### config.mk
export PLATFORM = sky130hd
export DESIGN_NAME = sparse_polynomial_add_sub
export DESIGN_NICKNAME = d
export VERILOG_FILES = /design/src/rtl/spas_pkg.sv /design/src/rtl/sparse_polynomial_add_sub.sv
export SDC_FILE = /design/constraint.sdc
export NUM_CORES = 2
export LEC_CHECK = 0
export BUFFER_PORTS_ARGS = -buffer_cell sky130_fd_sc_hd__buf_4
export CAP_MARGIN = 40
export CORE_ASPECT_RATIO = 1.25
export CORE_UTILIZATION = 26
export DETAILED_ROUTE_END_ITERATION = 8
export GPL_TIMING_DRIVEN = 0
export PLACE_DENSITY = 0.41
export SKIP_LAST_GASP = 1
export SYNTH_ARGS = -nofsm -noshare
export SYNTH_HDL_FRONTEND = slang
export SYNTH_SLANG_ARGS = --single-unit
export TNS_END_PERCENT = 20
### constraint.sdc
create_clock -name clk_i -period 15.2 [get_ports clk_i]
set_clock_uncertainty 0.15 [all_clocks]
set_input_delay 1.52 -clock clk_i [delete_from_list [all_inputs] [get_ports clk_i]]
set_output_delay 1.52 -clock clk_i [all_outputs]
set_load 0.1 [all_outputs]
### src/rtl/spas_pkg.sv
package spas_pkg;

  // Fixed widths of the term fields on the ports.
  localparam int unsigned COEFF_W  = 32;
  localparam int unsigned EXP_IO_W = 16;
  localparam int unsigned OP_W     = 2;

  // Input opcodes.
  typedef enum logic [OP_W-1:0] {
    OP_LOAD_A = 2'd0,
    OP_LOAD_B = 2'd1,
    OP_ADD    = 2'd2,
    OP_SUB    = 2'd3
  } opcode_e;

  // Sequencer states.
  typedef enum logic [1:0] {
    ST_IDLE,
    ST_FETCH,
    ST_CALC,
    ST_FINISH
  } state_e;

endpackage

### src/rtl/sparse_polynomial_add_sub.sv
// Sparse polynomial adder and subtractor.
// Input channel (in_valid_i / in_stall_o) carries one command per transfer:
// a load into term store A or B (coefficient and exponent), or a combine that
// merges both stores by descending exponent as A plus B or A minus B.
// Output channel (out_valid_o / out_stall_i) carries one result term per
// transfer, with last_term_o on the final one; an empty result gives a single
// transfer with term_valid_o low. overflow_o reports loads dropped because a
// store was full. After a combine both stores and the overflow flag are empty.
// A load is written into its store and the block is ready again at once. A
// combine of na and nb terms runs a fetch and a calc state per step (at most
// na+nb steps), then fetch and finish; each step reads one entry of each
// store through a registered read port, then the single shared adder and
// exponent comparator resolve it. One result is held back so that the last
// one can be marked. A stall on the output holds the output register and,
// once another result is ready, freezes the merge. in_stall_o is high for the
// whole combine. Reset clears the term counts, the flag and the sequencer;
// store contents are not cleared, only entries below the counts are read.
module sparse_polynomial_add_sub #(
  parameter int unsigned MAX_TERMS = 32,
  parameter int unsigned EXP_WIDTH = 16
) (
  input  logic        clk_i,
  input  logic        rst_ni,
  input  logic        in_valid_i,
  output logic        in_stall_o,
  input  logic [1:0]  opcode_i,
  input  logic signed [31:0] term_coeff_i,
  input  logic [15:0] term_exponent_i,
  output logic        out_valid_o,
  input  logic        out_stall_i,
  output logic signed [31:0] result_coeff_o,
  output logic [15:0] result_exponent_o,
  output logic        term_valid_o,
  output logic        last_term_o,
  output logic        overflow_o
);

  localparam int unsigned CntW   = $clog2(MAX_TERMS + 1);
  localparam int unsigned IdxW   = (MAX_TERMS > 1) ? $clog2(MAX_TERMS) : 1;
  localparam int unsigned CoeffW = spas_pkg::COEFF_W;
  localparam int unsigned ExpIoW = spas_pkg::EXP_IO_W;
  localparam logic [CntW-1:0] FullCnt = CntW'(MAX_TERMS);

  // Term stores.
  logic [CoeffW-1:0]    a_coeff_mem [MAX_TERMS];
  logic [EXP_WIDTH-1:0] a_exp_mem   [MAX_TERMS];
  logic [CoeffW-1:0]    b_coeff_mem [MAX_TERMS];
  logic [EXP_WIDTH-1:0] b_exp_mem   [MAX_TERMS];

  logic [CoeffW-1:0]    a_coeff_rd_q, b_coeff_rd_q;
  logic [EXP_WIDTH-1:0] a_exp_rd_q, b_exp_rd_q;

  spas_pkg::state_e state_q, state_d;
  logic [CntW-1:0] a_cnt_q, a_cnt_d, b_cnt_q, b_cnt_d;
  logic [CntW-1:0] ia_q, ia_d, ib_q, ib_d;
  logic            dropped_q, dropped_d;
  logic            sub_q, sub_d;
  logic            pend_q, pend_d;
  logic [CoeffW-1:0]    pend_coeff_q, pend_coeff_d;
  logic [EXP_WIDTH-1:0] pend_exp_q, pend_exp_d;

  logic              out_valid_q, out_valid_d;
  logic [CoeffW-1:0] out_coeff_q, out_coeff_d;
  logic [ExpIoW-1:0] out_exp_q, out_exp_d;
  logic              out_tv_q, out_tv_d;
  logic              out_last_q, out_last_d;
  logic              out_ovf_q, out_ovf_d;

  logic                 in_accept, out_free, out_load;
  logic                 wr_a, wr_b;
  logic                 a_left, b_left, take_a, take_b;
  logic [CoeffW-1:0]    add_x, add_y, sum;
  logic [EXP_WIDTH-1:0] res_exp, in_exp;
  spas_pkg::opcode_e    op;

  assign op        = spas_pkg::opcode_e'(opcode_i);
  assign in_exp    = EXP_WIDTH'(term_exponent_i);
  assign in_accept = in_valid_i && (state_q == spas_pkg::ST_IDLE);
  assign out_free  = !out_valid_q || !out_stall_i;

  // Store writes during loads.
  always_ff @(posedge clk_i) begin
    if (wr_a) begin
      a_coeff_mem[a_cnt_q[IdxW-1:0]] <= term_coeff_i;
      a_exp_mem[a_cnt_q[IdxW-1:0]]   <= in_exp;
    end
    if (wr_b) begin
      b_coeff_mem[b_cnt_q[IdxW-1:0]] <= term_coeff_i;
      b_exp_mem[b_cnt_q[IdxW-1:0]]   <= in_exp;
    end
  end

  // Registered read of the current head of each store.
  always_ff @(posedge clk_i) begin
    a_coeff_rd_q <= a_coeff_mem[ia_q[IdxW-1:0]];
    a_exp_rd_q   <= a_exp_mem[ia_q[IdxW-1:0]];
    b_coeff_rd_q <= b_coeff_mem[ib_q[IdxW-1:0]];
    b_exp_rd_q   <= b_exp_mem[ib_q[IdxW-1:0]];
  end

  // Merge decision, shared exponent comparator and shared adder.
  assign a_left  = ia_q < a_cnt_q;
  assign b_left  = ib_q < b_cnt_q;
  assign take_a  = !b_left || (a_left && (a_exp_rd_q > b_exp_rd_q));
  assign take_b  = !take_a && (!a_left || (b_exp_rd_q > a_exp_rd_q));
  assign add_x   = take_b ? '0 : a_coeff_rd_q;
  assign add_y   = take_a ? '0 : b_coeff_rd_q;
  assign sum     = add_x + (sub_q ? ~add_y : add_y) + CoeffW'(sub_q);
  assign res_exp = take_b ? b_exp_rd_q : a_exp_rd_q;

  // Sequencer: next state, store updates and output loads.
  always_comb begin
    state_d      = state_q;
    a_cnt_d      = a_cnt_q;
    b_cnt_d      = b_cnt_q;
    ia_d         = ia_q;
    ib_d         = ib_q;
    dropped_d    = dropped_q;
    sub_d        = sub_q;
    pend_d       = pend_q;
    pend_coeff_d = pend_coeff_q;
    pend_exp_d   = pend_exp_q;
    wr_a         = 1'b0;
    wr_b         = 1'b0;
    out_load     = 1'b0;
    out_coeff_d  = pend_coeff_q;
    out_exp_d    = ExpIoW'(pend_exp_q);
    out_tv_d     = 1'b1;
    out_last_d   = 1'b0;
    out_ovf_d    = dropped_q;

    unique case (state_q)
      spas_pkg::ST_IDLE: begin
        if (in_accept) begin
          unique case (op)
            spas_pkg::OP_LOAD_A: begin
              if (a_cnt_q != FullCnt) begin
                wr_a    = 1'b1;
                a_cnt_d = a_cnt_q + CntW'(1);
              end else begin
                dropped_d = 1'b1;
              end
            end
            spas_pkg::OP_LOAD_B: begin
              if (b_cnt_q != FullCnt) begin
                wr_b    = 1'b1;
                b_cnt_d = b_cnt_q + CntW'(1);
              end else begin
                dropped_d = 1'b1;
              end
            end
            spas_pkg::OP_ADD, spas_pkg::OP_SUB: begin
              sub_d   = (op == spas_pkg::OP_SUB);
              ia_d    = '0;
              ib_d    = '0;
              pend_d  = 1'b0;
              state_d = spas_pkg::ST_FETCH;
            end
          endcase
        end
      end

      spas_pkg::ST_FETCH: begin
        state_d = (a_left || b_left) ? spas_pkg::ST_CALC : spas_pkg::ST_FINISH;
      end

      spas_pkg::ST_CALC: begin
        // Hold the step while a held-back result cannot move on.
        if (!((sum != '0) && pend_q && !out_free)) begin
          ia_d = take_b ? ia_q : ia_q + CntW'(1);
          ib_d = take_a ? ib_q : ib_q + CntW'(1);
          if (sum != '0) begin
            out_load     = pend_q;
            pend_d       = 1'b1;
            pend_coeff_d = sum;
            pend_exp_d   = res_exp;
          end
          state_d = spas_pkg::ST_FETCH;
        end
      end

      spas_pkg::ST_FINISH: begin
        if (out_free) begin
          out_load   = 1'b1;
          out_last_d = 1'b1;
          if (!pend_q) begin
            out_coeff_d = '0;
            out_exp_d   = '0;
            out_tv_d    = 1'b0;
          end
          a_cnt_d   = '0;
          b_cnt_d   = '0;
          dropped_d = 1'b0;
          pend_d    = 1'b0;
          state_d   = spas_pkg::ST_IDLE;
        end
      end
    endcase
  end

  assign out_valid_d = out_load ? 1'b1 : (out_stall_i ? out_valid_q : 1'b0);

  // Control registers.
  always_ff @(posedge clk_i or negedge rst_ni) begin
    if (!rst_ni) begin
      state_q     <= spas_pkg::ST_IDLE;
      a_cnt_q     <= '0;
      b_cnt_q     <= '0;
      ia_q        <= '0;
      ib_q        <= '0;
      dropped_q   <= 1'b0;
      sub_q       <= 1'b0;
      pend_q      <= 1'b0;
      out_valid_q <= 1'b0;
    end else begin
      state_q     <= state_d;
      a_cnt_q     <= a_cnt_d;
      b_cnt_q     <= b_cnt_d;
      ia_q        <= ia_d;
      ib_q        <= ib_d;
      dropped_q   <= dropped_d;
      sub_q       <= sub_d;
      pend_q      <= pend_d;
      out_valid_q <= out_valid_d;
    end
  end

  // Payload registers for the held-back result and the output stage.
  always_ff @(posedge clk_i) begin
    pend_coeff_q <= pend_coeff_d;
    pend_exp_q   <= pend_exp_d;
    if (out_load) begin
      out_coeff_q <= out_coeff_d;
      out_exp_q   <= out_exp_d;
      out_tv_q    <= out_tv_d;
      out_last_q  <= out_last_d;
      out_ovf_q   <= out_ovf_d;
    end
  end

  assign in_stall_o        = (state_q != spas_pkg::ST_IDLE);
  assign out_valid_o       = out_valid_q;
  assign result_coeff_o    = out_coeff_q;
  assign result_exponent_o = out_exp_q;
  assign term_valid_o      = out_tv_q;
  assign last_term_o       = out_last_q;
  assign overflow_o        = out_ovf_q;

endmodule

Word-level counts from Yosys, hierarchy flattened --
Memory sizes are Yosys's and may differ from the RTL's. A register that Yosys moved wholly into a read port is not among the register bits. Index checks and enable logic that the tools add are counted.
Storage, ports and cells: memory bits (read-only) 0, output and inout bits 53, bits in registers 129, word-level logic and storage cells 151, RAM bits 3072, latch bits 0, input port bits 54, memories 4
Cells by class: shifts and indexed selects 0, $lt $le $gt $ge 4, bitwise logic cells 2, $mul 0, div/mod/pow operators 0, eq/ne operators 23, $add $sub $neg 6, reductions and logical operators 33, muxes and demuxes 63
Memories:
- a_coeff_mem | words 32, bits a word 32, read ports 1, clocked after Yosys merged registers in 1, wr ports 1, RTL line sparse_polynomial_add_sub.sv:45 | logic [CoeffW-1:0] a_coeff_mem [MAX_TERMS];
- b_coeff_mem | words 32, bits a word 32, read ports 1, clocked after Yosys merged registers in 1, wr ports 1, RTL line sparse_polynomial_add_sub.sv:47 | logic [CoeffW-1:0] b_coeff_mem [MAX_TERMS];
- a_exp_mem | words 32, bits a word 16, read ports 1, clocked after Yosys merged registers in 1, wr ports 1, RTL line sparse_polynomial_add_sub.sv:46 | logic [EXP_WIDTH-1:0] a_exp_mem [MAX_TERMS];
- b_exp_mem | words 32, bits a word 16, read ports 1, clocked after Yosys merged registers in 1, wr ports 1, RTL line sparse_polynomial_add_sub.sv:48 | logic [EXP_WIDTH-1:0] b_exp_mem [MAX_TERMS];
Operators by type and width (number):
- $mux W32 | 6
- $mux W6 | 13
- $mux W16 | 4
- $pmux W6 S2 | 4
- $add A32 B1 Y32 | 1
- $add A32 B32 Y32 | 1
- $gt A16 B16 Y1 | 2
- $not A32 Y32 | 1
- $reduce_bool A32 Y1 | 1
- $mux W1 | 27
- $add A6 B1 Y6 const B | 4
- $reduce_and A5 Y1 | 4
- $lt A6 B6 Y1 | 2
- $ne A2 B1 Y1 const B | 6
- $ne A2 B2 Y1 const B | 6
- $ne A6 B6 Y1 const B | 2
- $reduce_and A6 Y1 | 2
- $eq A2 B2 Y1 const B | 4
- $mux W2 | 4
- $pmux W2 S4 | 1
- $logic_not A1 Y1 | 6
- $ne A3 B3 Y1 const B | 2
- $pmux W1 S2 | 3
- $reduce_and A3 Y1 | 2
- 12 further kinds | 23

Depth between registers and ports, before layout --
depth in word-level cells 14, depth in mapped cells 25, depth with buffers taken out 21

Worst setup path before layout --
No wires, ideal clock.
path kind reg2reg, start register b_cnt_q[3], end register pend_coeff_q[0] (enable), stages on the path, launching flop included 24, setup slack 7.652 ns, data required time 14.596 ns, data arrival time 6.944 ns, period minus slack after synthesis 7.548 ns, library setup time 0.454 ns, buffers on the path 3, cells stage by stage dfrtp_1 clkbuf_1 inv_1 ha_1 a211oi_1 nor2_1 a211o_1 a41oi_1 clkbuf_1 nand2_1 xnor2_1 ha_1 clkbuf_1 nand2_1 nor2_1 nand2_1 nor4b_1 a21boi_0 o211ai_1 a31oi_1 xnor2_1 nand2_1 o31ai_4 nor2_1
On the way: longest elaborated chain between the ends 13, elaborated cells on any way between the ends 16, classes of those cells 2 x add/sub; 1 x order compare; 3 x mux; 2 x bitwise; 8 x reduce/logical
Ends and longest elaborated chain:
- start, declared | RTL line sparse_polynomial_add_sub.sv:54 | logic [CntW-1:0] a_cnt_q, a_cnt_d, b_cnt_q, b_cnt_d;
- start signal, assigned | RTL line sparse_polynomial_add_sub.sv:218 | b_cnt_q <= b_cnt_d;
- $lt A6 B6 Y1 (*) | RTL line sparse_polynomial_add_sub.sv:103 | assign b_left = ib_q < b_cnt_q;
- $logic_not A1 Y1 (*) | RTL line sparse_polynomial_add_sub.sv:104 | assign take_a = !b_left || (a_left && (a_exp_rd_q > b_exp_rd_q));
- $logic_or A1 B1 Y1 (*) | RTL line sparse_polynomial_add_sub.sv:104
- $mux W32 or $logic_not A1 Y1 (tied branches) | RTL line sparse_polynomial_add_sub.sv:107, sparse_polynomial_add_sub.sv:105
- $not A32 Y32 or $logic_and A1 B1 Y1 (tied branches) | RTL line sparse_polynomial_add_sub.sv:108, sparse_polynomial_add_sub.sv:105
- $mux W32 (on tied branches) | RTL line sparse_polynomial_add_sub.sv:108, sparse_polynomial_add_sub.sv:106
- $add A32 B32 Y32 (*) | RTL line sparse_polynomial_add_sub.sv:108 | assign sum = add_x + (sub_q ? ~add_y : add_y) + CoeffW'(sub_q);
- $add A32 B1 Y32 (*) | RTL line sparse_polynomial_add_sub.sv:108
- $reduce_bool A32 Y1 (*) | RTL line sparse_polynomial_add_sub.sv:169, sparse_polynomial_add_sub.sv:172
- $logic_and A1 B1 Y1 (2 in a row) | RTL line sparse_polynomial_add_sub.sv:169 | if (!((sum != '0) && pend_q && !out_free)) begin
- $not A1 Y1 (no source line)
- $reduce_and A3 Y1 (no source line) (*)
- end signal, assigned | RTL line sparse_polynomial_add_sub.sv:230 | pend_coeff_q <= pend_coeff_d;
- end, declared | RTL line sparse_polynomial_add_sub.sv:59 | logic [CoeffW-1:0] pend_coeff_q, pend_coeff_d;
Every way passes the cells marked *; elsewhere a longest branch is shown, timed or not. A chain may end at the register's enable or synchronous reset.

Worst setup path after layout --
start register b_cnt_q[3], end register out_coeff_q[17] (netlist: result_coeff_o[17]) (enable)
On the way: longest elaborated chain between the ends 13, elaborated cells on any way between the ends 17, classes of those cells 2 x add/sub; 1 x order compare; 6 x mux; 1 x bitwise; 7 x reduce/logical
Ends and longest elaborated chain:
- $lt A6 B6 Y1 (*) | RTL line sparse_polynomial_add_sub.sv:103
- $logic_not A1 Y1 (*) | RTL line sparse_polynomial_add_sub.sv:104
- $logic_or A1 B1 Y1 (*) | RTL line sparse_polynomial_add_sub.sv:104
- $mux W32 or $logic_not A1 Y1 (tied branches) | RTL line sparse_polynomial_add_sub.sv:107, sparse_polynomial_add_sub.sv:105
- $not A32 Y32 or $logic_and A1 B1 Y1 (tied branches) | RTL line sparse_polynomial_add_sub.sv:108, sparse_polynomial_add_sub.sv:105
- $mux W32 (on tied branches) | RTL line sparse_polynomial_add_sub.sv:108, sparse_polynomial_add_sub.sv:106
- $add A32 B32 Y32 (*) | RTL line sparse_polynomial_add_sub.sv:108
- $add A32 B1 Y32 (*) | RTL line sparse_polynomial_add_sub.sv:108
- via sum[18] | RTL line sparse_polynomial_add_sub.sv:72 | logic [CoeffW-1:0] add_x, add_y, sum;
- $reduce_bool A32 Y1 (*) | RTL line sparse_polynomial_add_sub.sv:169, sparse_polynomial_add_sub.sv:172
- $logic_and A1 B1 Y1 (2 in a row) | RTL line sparse_polynomial_add_sub.sv:169
- $mux W1 (*) | RTL line sparse_polynomial_add_sub.sv:169
- $pmux W1 S2 (*) | RTL line sparse_polynomial_add_sub.sv:132 | unique case (state_q)
- via out_load | RTL line sparse_polynomial_add_sub.sv:69 | logic in_accept, out_free, out_load;
- end signal, assigned | RTL line sparse_polynomial_add_sub.sv:233 | out_coeff_q <= out_coeff_d;
- end, declared | RTL line sparse_polynomial_add_sub.sv:63 | logic [CoeffW-1:0] out_coeff_q, out_coeff_d;
Mark *: on every way through the listed nets, which the timed path passes. The rest lies on a longest branch.

==> impl_results.md <==
- Status: finished, final reports clean
- Design Area, Final: 155,000 um^2
- Worst Path Required: 15.74 ns
- Seq/Total Area, Yosys: 76.9%
- Post-CTS Setup Bufs: 0
- Synth top area cells: edfxtp_1 (75%), mux4_2 (17%), dfxtp_1 (1.5%)
- Gate Count Post-Synth: 5,525
- Post-synth top flop: edfxtp_1
- Post-route setup TNS: 0 ns
- GP Congestion: 0.815
- Post-DR vias/cell: 4.66
- Worst skew pair latency: 0.98 ns
- # placed instances: 12,500
- Number of synthesized flops with an enable pin: 3,171
- Critical path depth: 26
- Post-DP HPWL: 295 mm
- FFs w/ async S/R, synth: 0.910%
- Post-synthesis cell type count: 88
- Min-delay worst type: input port to asynchronous set/reset pin
- Crit-path max cell delay: 0.67 ns
- TritonRoute pass-1 iters: 6
- RSZ-0062 raised after global routing: no
- Initial Utilization: 26.1%
- Final Hold Fails: 0
- Largest area contributor in the netlist: edfxtp_1
- Power per Cell Area: 193 nW/um^2
- Vias in the first global route: 65,600
- Placed cell area: 144,000 um^2
- Initial DRC Count: 5,595
- Final count of pins violating max slew: 0
- Final setup vio count: 0
- GRT overflow: 0
- Fill cell count: 46,300
- Mapped cell area: 127,000 um^2
- Share of cells above drive strength 1: 32.9%
- CTS H-tree lvls: 5
- CTS Hold Buffers Added: 0
- Root buf cell: clkbuf_16
- Pin count of the biggest net entering global routing: 65
- RR Endpoint: result_coeff_o[17]
- Drt wl/cell: 31.0 um
- Most common cell after layout, fill and taps aside: edfxtp_1
- Worst setup path endpoint: result_coeff_o[17]
- Crit path kind: flip-flop to flip-flop
- Synth top area share: 74.8%
- Final setup margin: 6.25 ns
- Tot Pwr: 0.0300 W
- DRC: 0
- CTS clk-pin slew, worst paths: 0.06 ns
- Cell family with most CP delay: compound AO/OA/AOI/OAI gates
- Total of max-cap violations: 0
- Total number of vias: 61,400
- Core ar.: 488,000 um^2
- CP Launch Type: flip-flop
- Chip width: 628 um
- WL final: 409 mm
- Clk sinks: 3,297
- FF+latch area: 97,900 um^2
- Crit path arrival time: 9.49 ns
- Number of routed nets with antenna violations: 0
- Peak supply drop: 0.140 mV
- CP most frequent cell: clkbuf_1
- # resized after CTS: 0
- Fmax: 112 MHz
- Port Buf Inserts: 106
- Die height: 784 um
- Fin crit share: 58.9%
- Antenna violations before repair: 48
- Register bit total from synthesis: 3,297
- Multi-input gate area in the final layout: 28,700 um^2
- Most frequent cells in the layout: edfxtp_1 (3,171), mux4_2 (960), clkbuf_16 (362), clkbuf_1 (255), buf_12 (151)
- CP Capture Type: flip-flop
- CTS tree: done
- CTS max path bufs: 4
- Cell row count: 287
- Yosys Warn Count: 0
- Worst slew margin: 39.7%
- Syn_nets: 5,651
- Worst Tran Pin Value: 0.894 ns
- WP buf/inv: 7
- Fin crit period: 8.95 ns
- Nets: 6,502
- TritonCTS Buffers: 352
- Slowest cell on crit path: clkbuf_1
- Syn_area_per_cell: 23.0 um^2
- Leakage: 46.9 nW
- First-pass GRT wire length: 558 mm
- Reg2Reg Setup Slack: 6.25 ns
- Layout Cells excl Fill: 13,200
- Post-Place Worst Slack: 6.25 ns
- Worst setup path start: b_cnt_q[3]
- Reg2reg path depth: 26
- Tot GR Track Use: 16.4%
- I/O pins: 107
- RR Startpoint: b_cnt_q[3]
- Total die area: 493,000 um^2
- P&R area growth vs syn: 21.9%
- CP Max Fanout: 30
-- sequential cells by signal (all words and copies together), names as in the netlist, 32 cells and up --
name and cells:
a_coeff_mem 1024, b_coeff_mem 1024, b_exp_mem 512, b_coeff_rd_q 32, result_coeff_o 32, pend_coeff_q 32
a_exp_mem 512, a_coeff_rd_q 32
-- cell usage after synthesis, types with 8 or more instances --
master / n
a211oi_1: 8
a21o_1: 15
a21oi_1: 50
a31oi_1: 11
and2_1: 10
buf_1: 79
clkbuf_1: 191
dfrtp_1: 30
dfxtp_1: 96
edfxtp_1: 3171
ha_1: 71
inv_1: 48
mux2_2: 102
mux4_2: 960
nand2_1: 135
nand3_1: 42
nand4_1: 18
nor2_1: 118
nor2b_1: 84
nor3_1: 20
o211ai_1: 15
o21ai_0: 58
xnor2_1: 39
xor2_1: 11
-- where the power goes --
group          internal [W]  switching (W)
logic               0.00398        0.00641
clock network       0.00504        0.00367
registers            0.0105       0.000329
total                0.0195         0.0104
-- layer usage --
| layer | GRT usage [%] | share of wire (%) |
|---|---|---|
| met5 | 0 | 0.0056 |
| met4 | 4.30 | 2.8 |
| met3 | 1.78 | 3.6 |
| met2 | 31.0 | 55 |
| met1 | 19.5 | 39 |
-- worst min path at each step --
stage,to,slack (ns),cells past startpoint
6_report,ia_q[4],0.36,1
5_1_grt,ia_q[4],0.36,1
4_1_cts,ia_q[4],0.29,1
3_5_place_dp,ib_q[5],0.38,2
3_3_place_gp,state_q[1],0.38,1
2_1_floorplan,overflow_o,0.27,0
-- stage by stage --
step	utilization (%)	hold WS (ns)
after floorplan	-	0.271
after global placement	27.9	0.381
after detailed placement	29.4	0.384
after CTS	31.8	0.292
after global routing	31.8	0.357
final	31.8	0.364
-- cell families (layout without fill, tap and decap cells) --
kind of cell    Yosys count  in the layout  share of synthesized area [%]
compound gates          236            236                           1.30
xor+xnor                 51             51                          0.357
fa+ha+maj                72             72                          0.713
buf+inv                 325           1467                          0.973
flops                  3297           3297                           76.9
mux                    1066           1066                           17.9
other cells               0             18                              0
simple gates            478            478                           1.86
-- cell type report --
class | count | share of cell area (%)
buffer | 276 | 0.702
sequential | 3297 | 63.1
antenna | 18 | 0.0290
clock inverter | 176 | 1.20
clock buffer | 469 | 6.25
multi-input combinational | 1903 | 18.5
tap | 6502 | 5.24
inverter | 49 | 0.119
timing repair buffer | 497 | 4.89
Power figures use the tool's default switching activity.
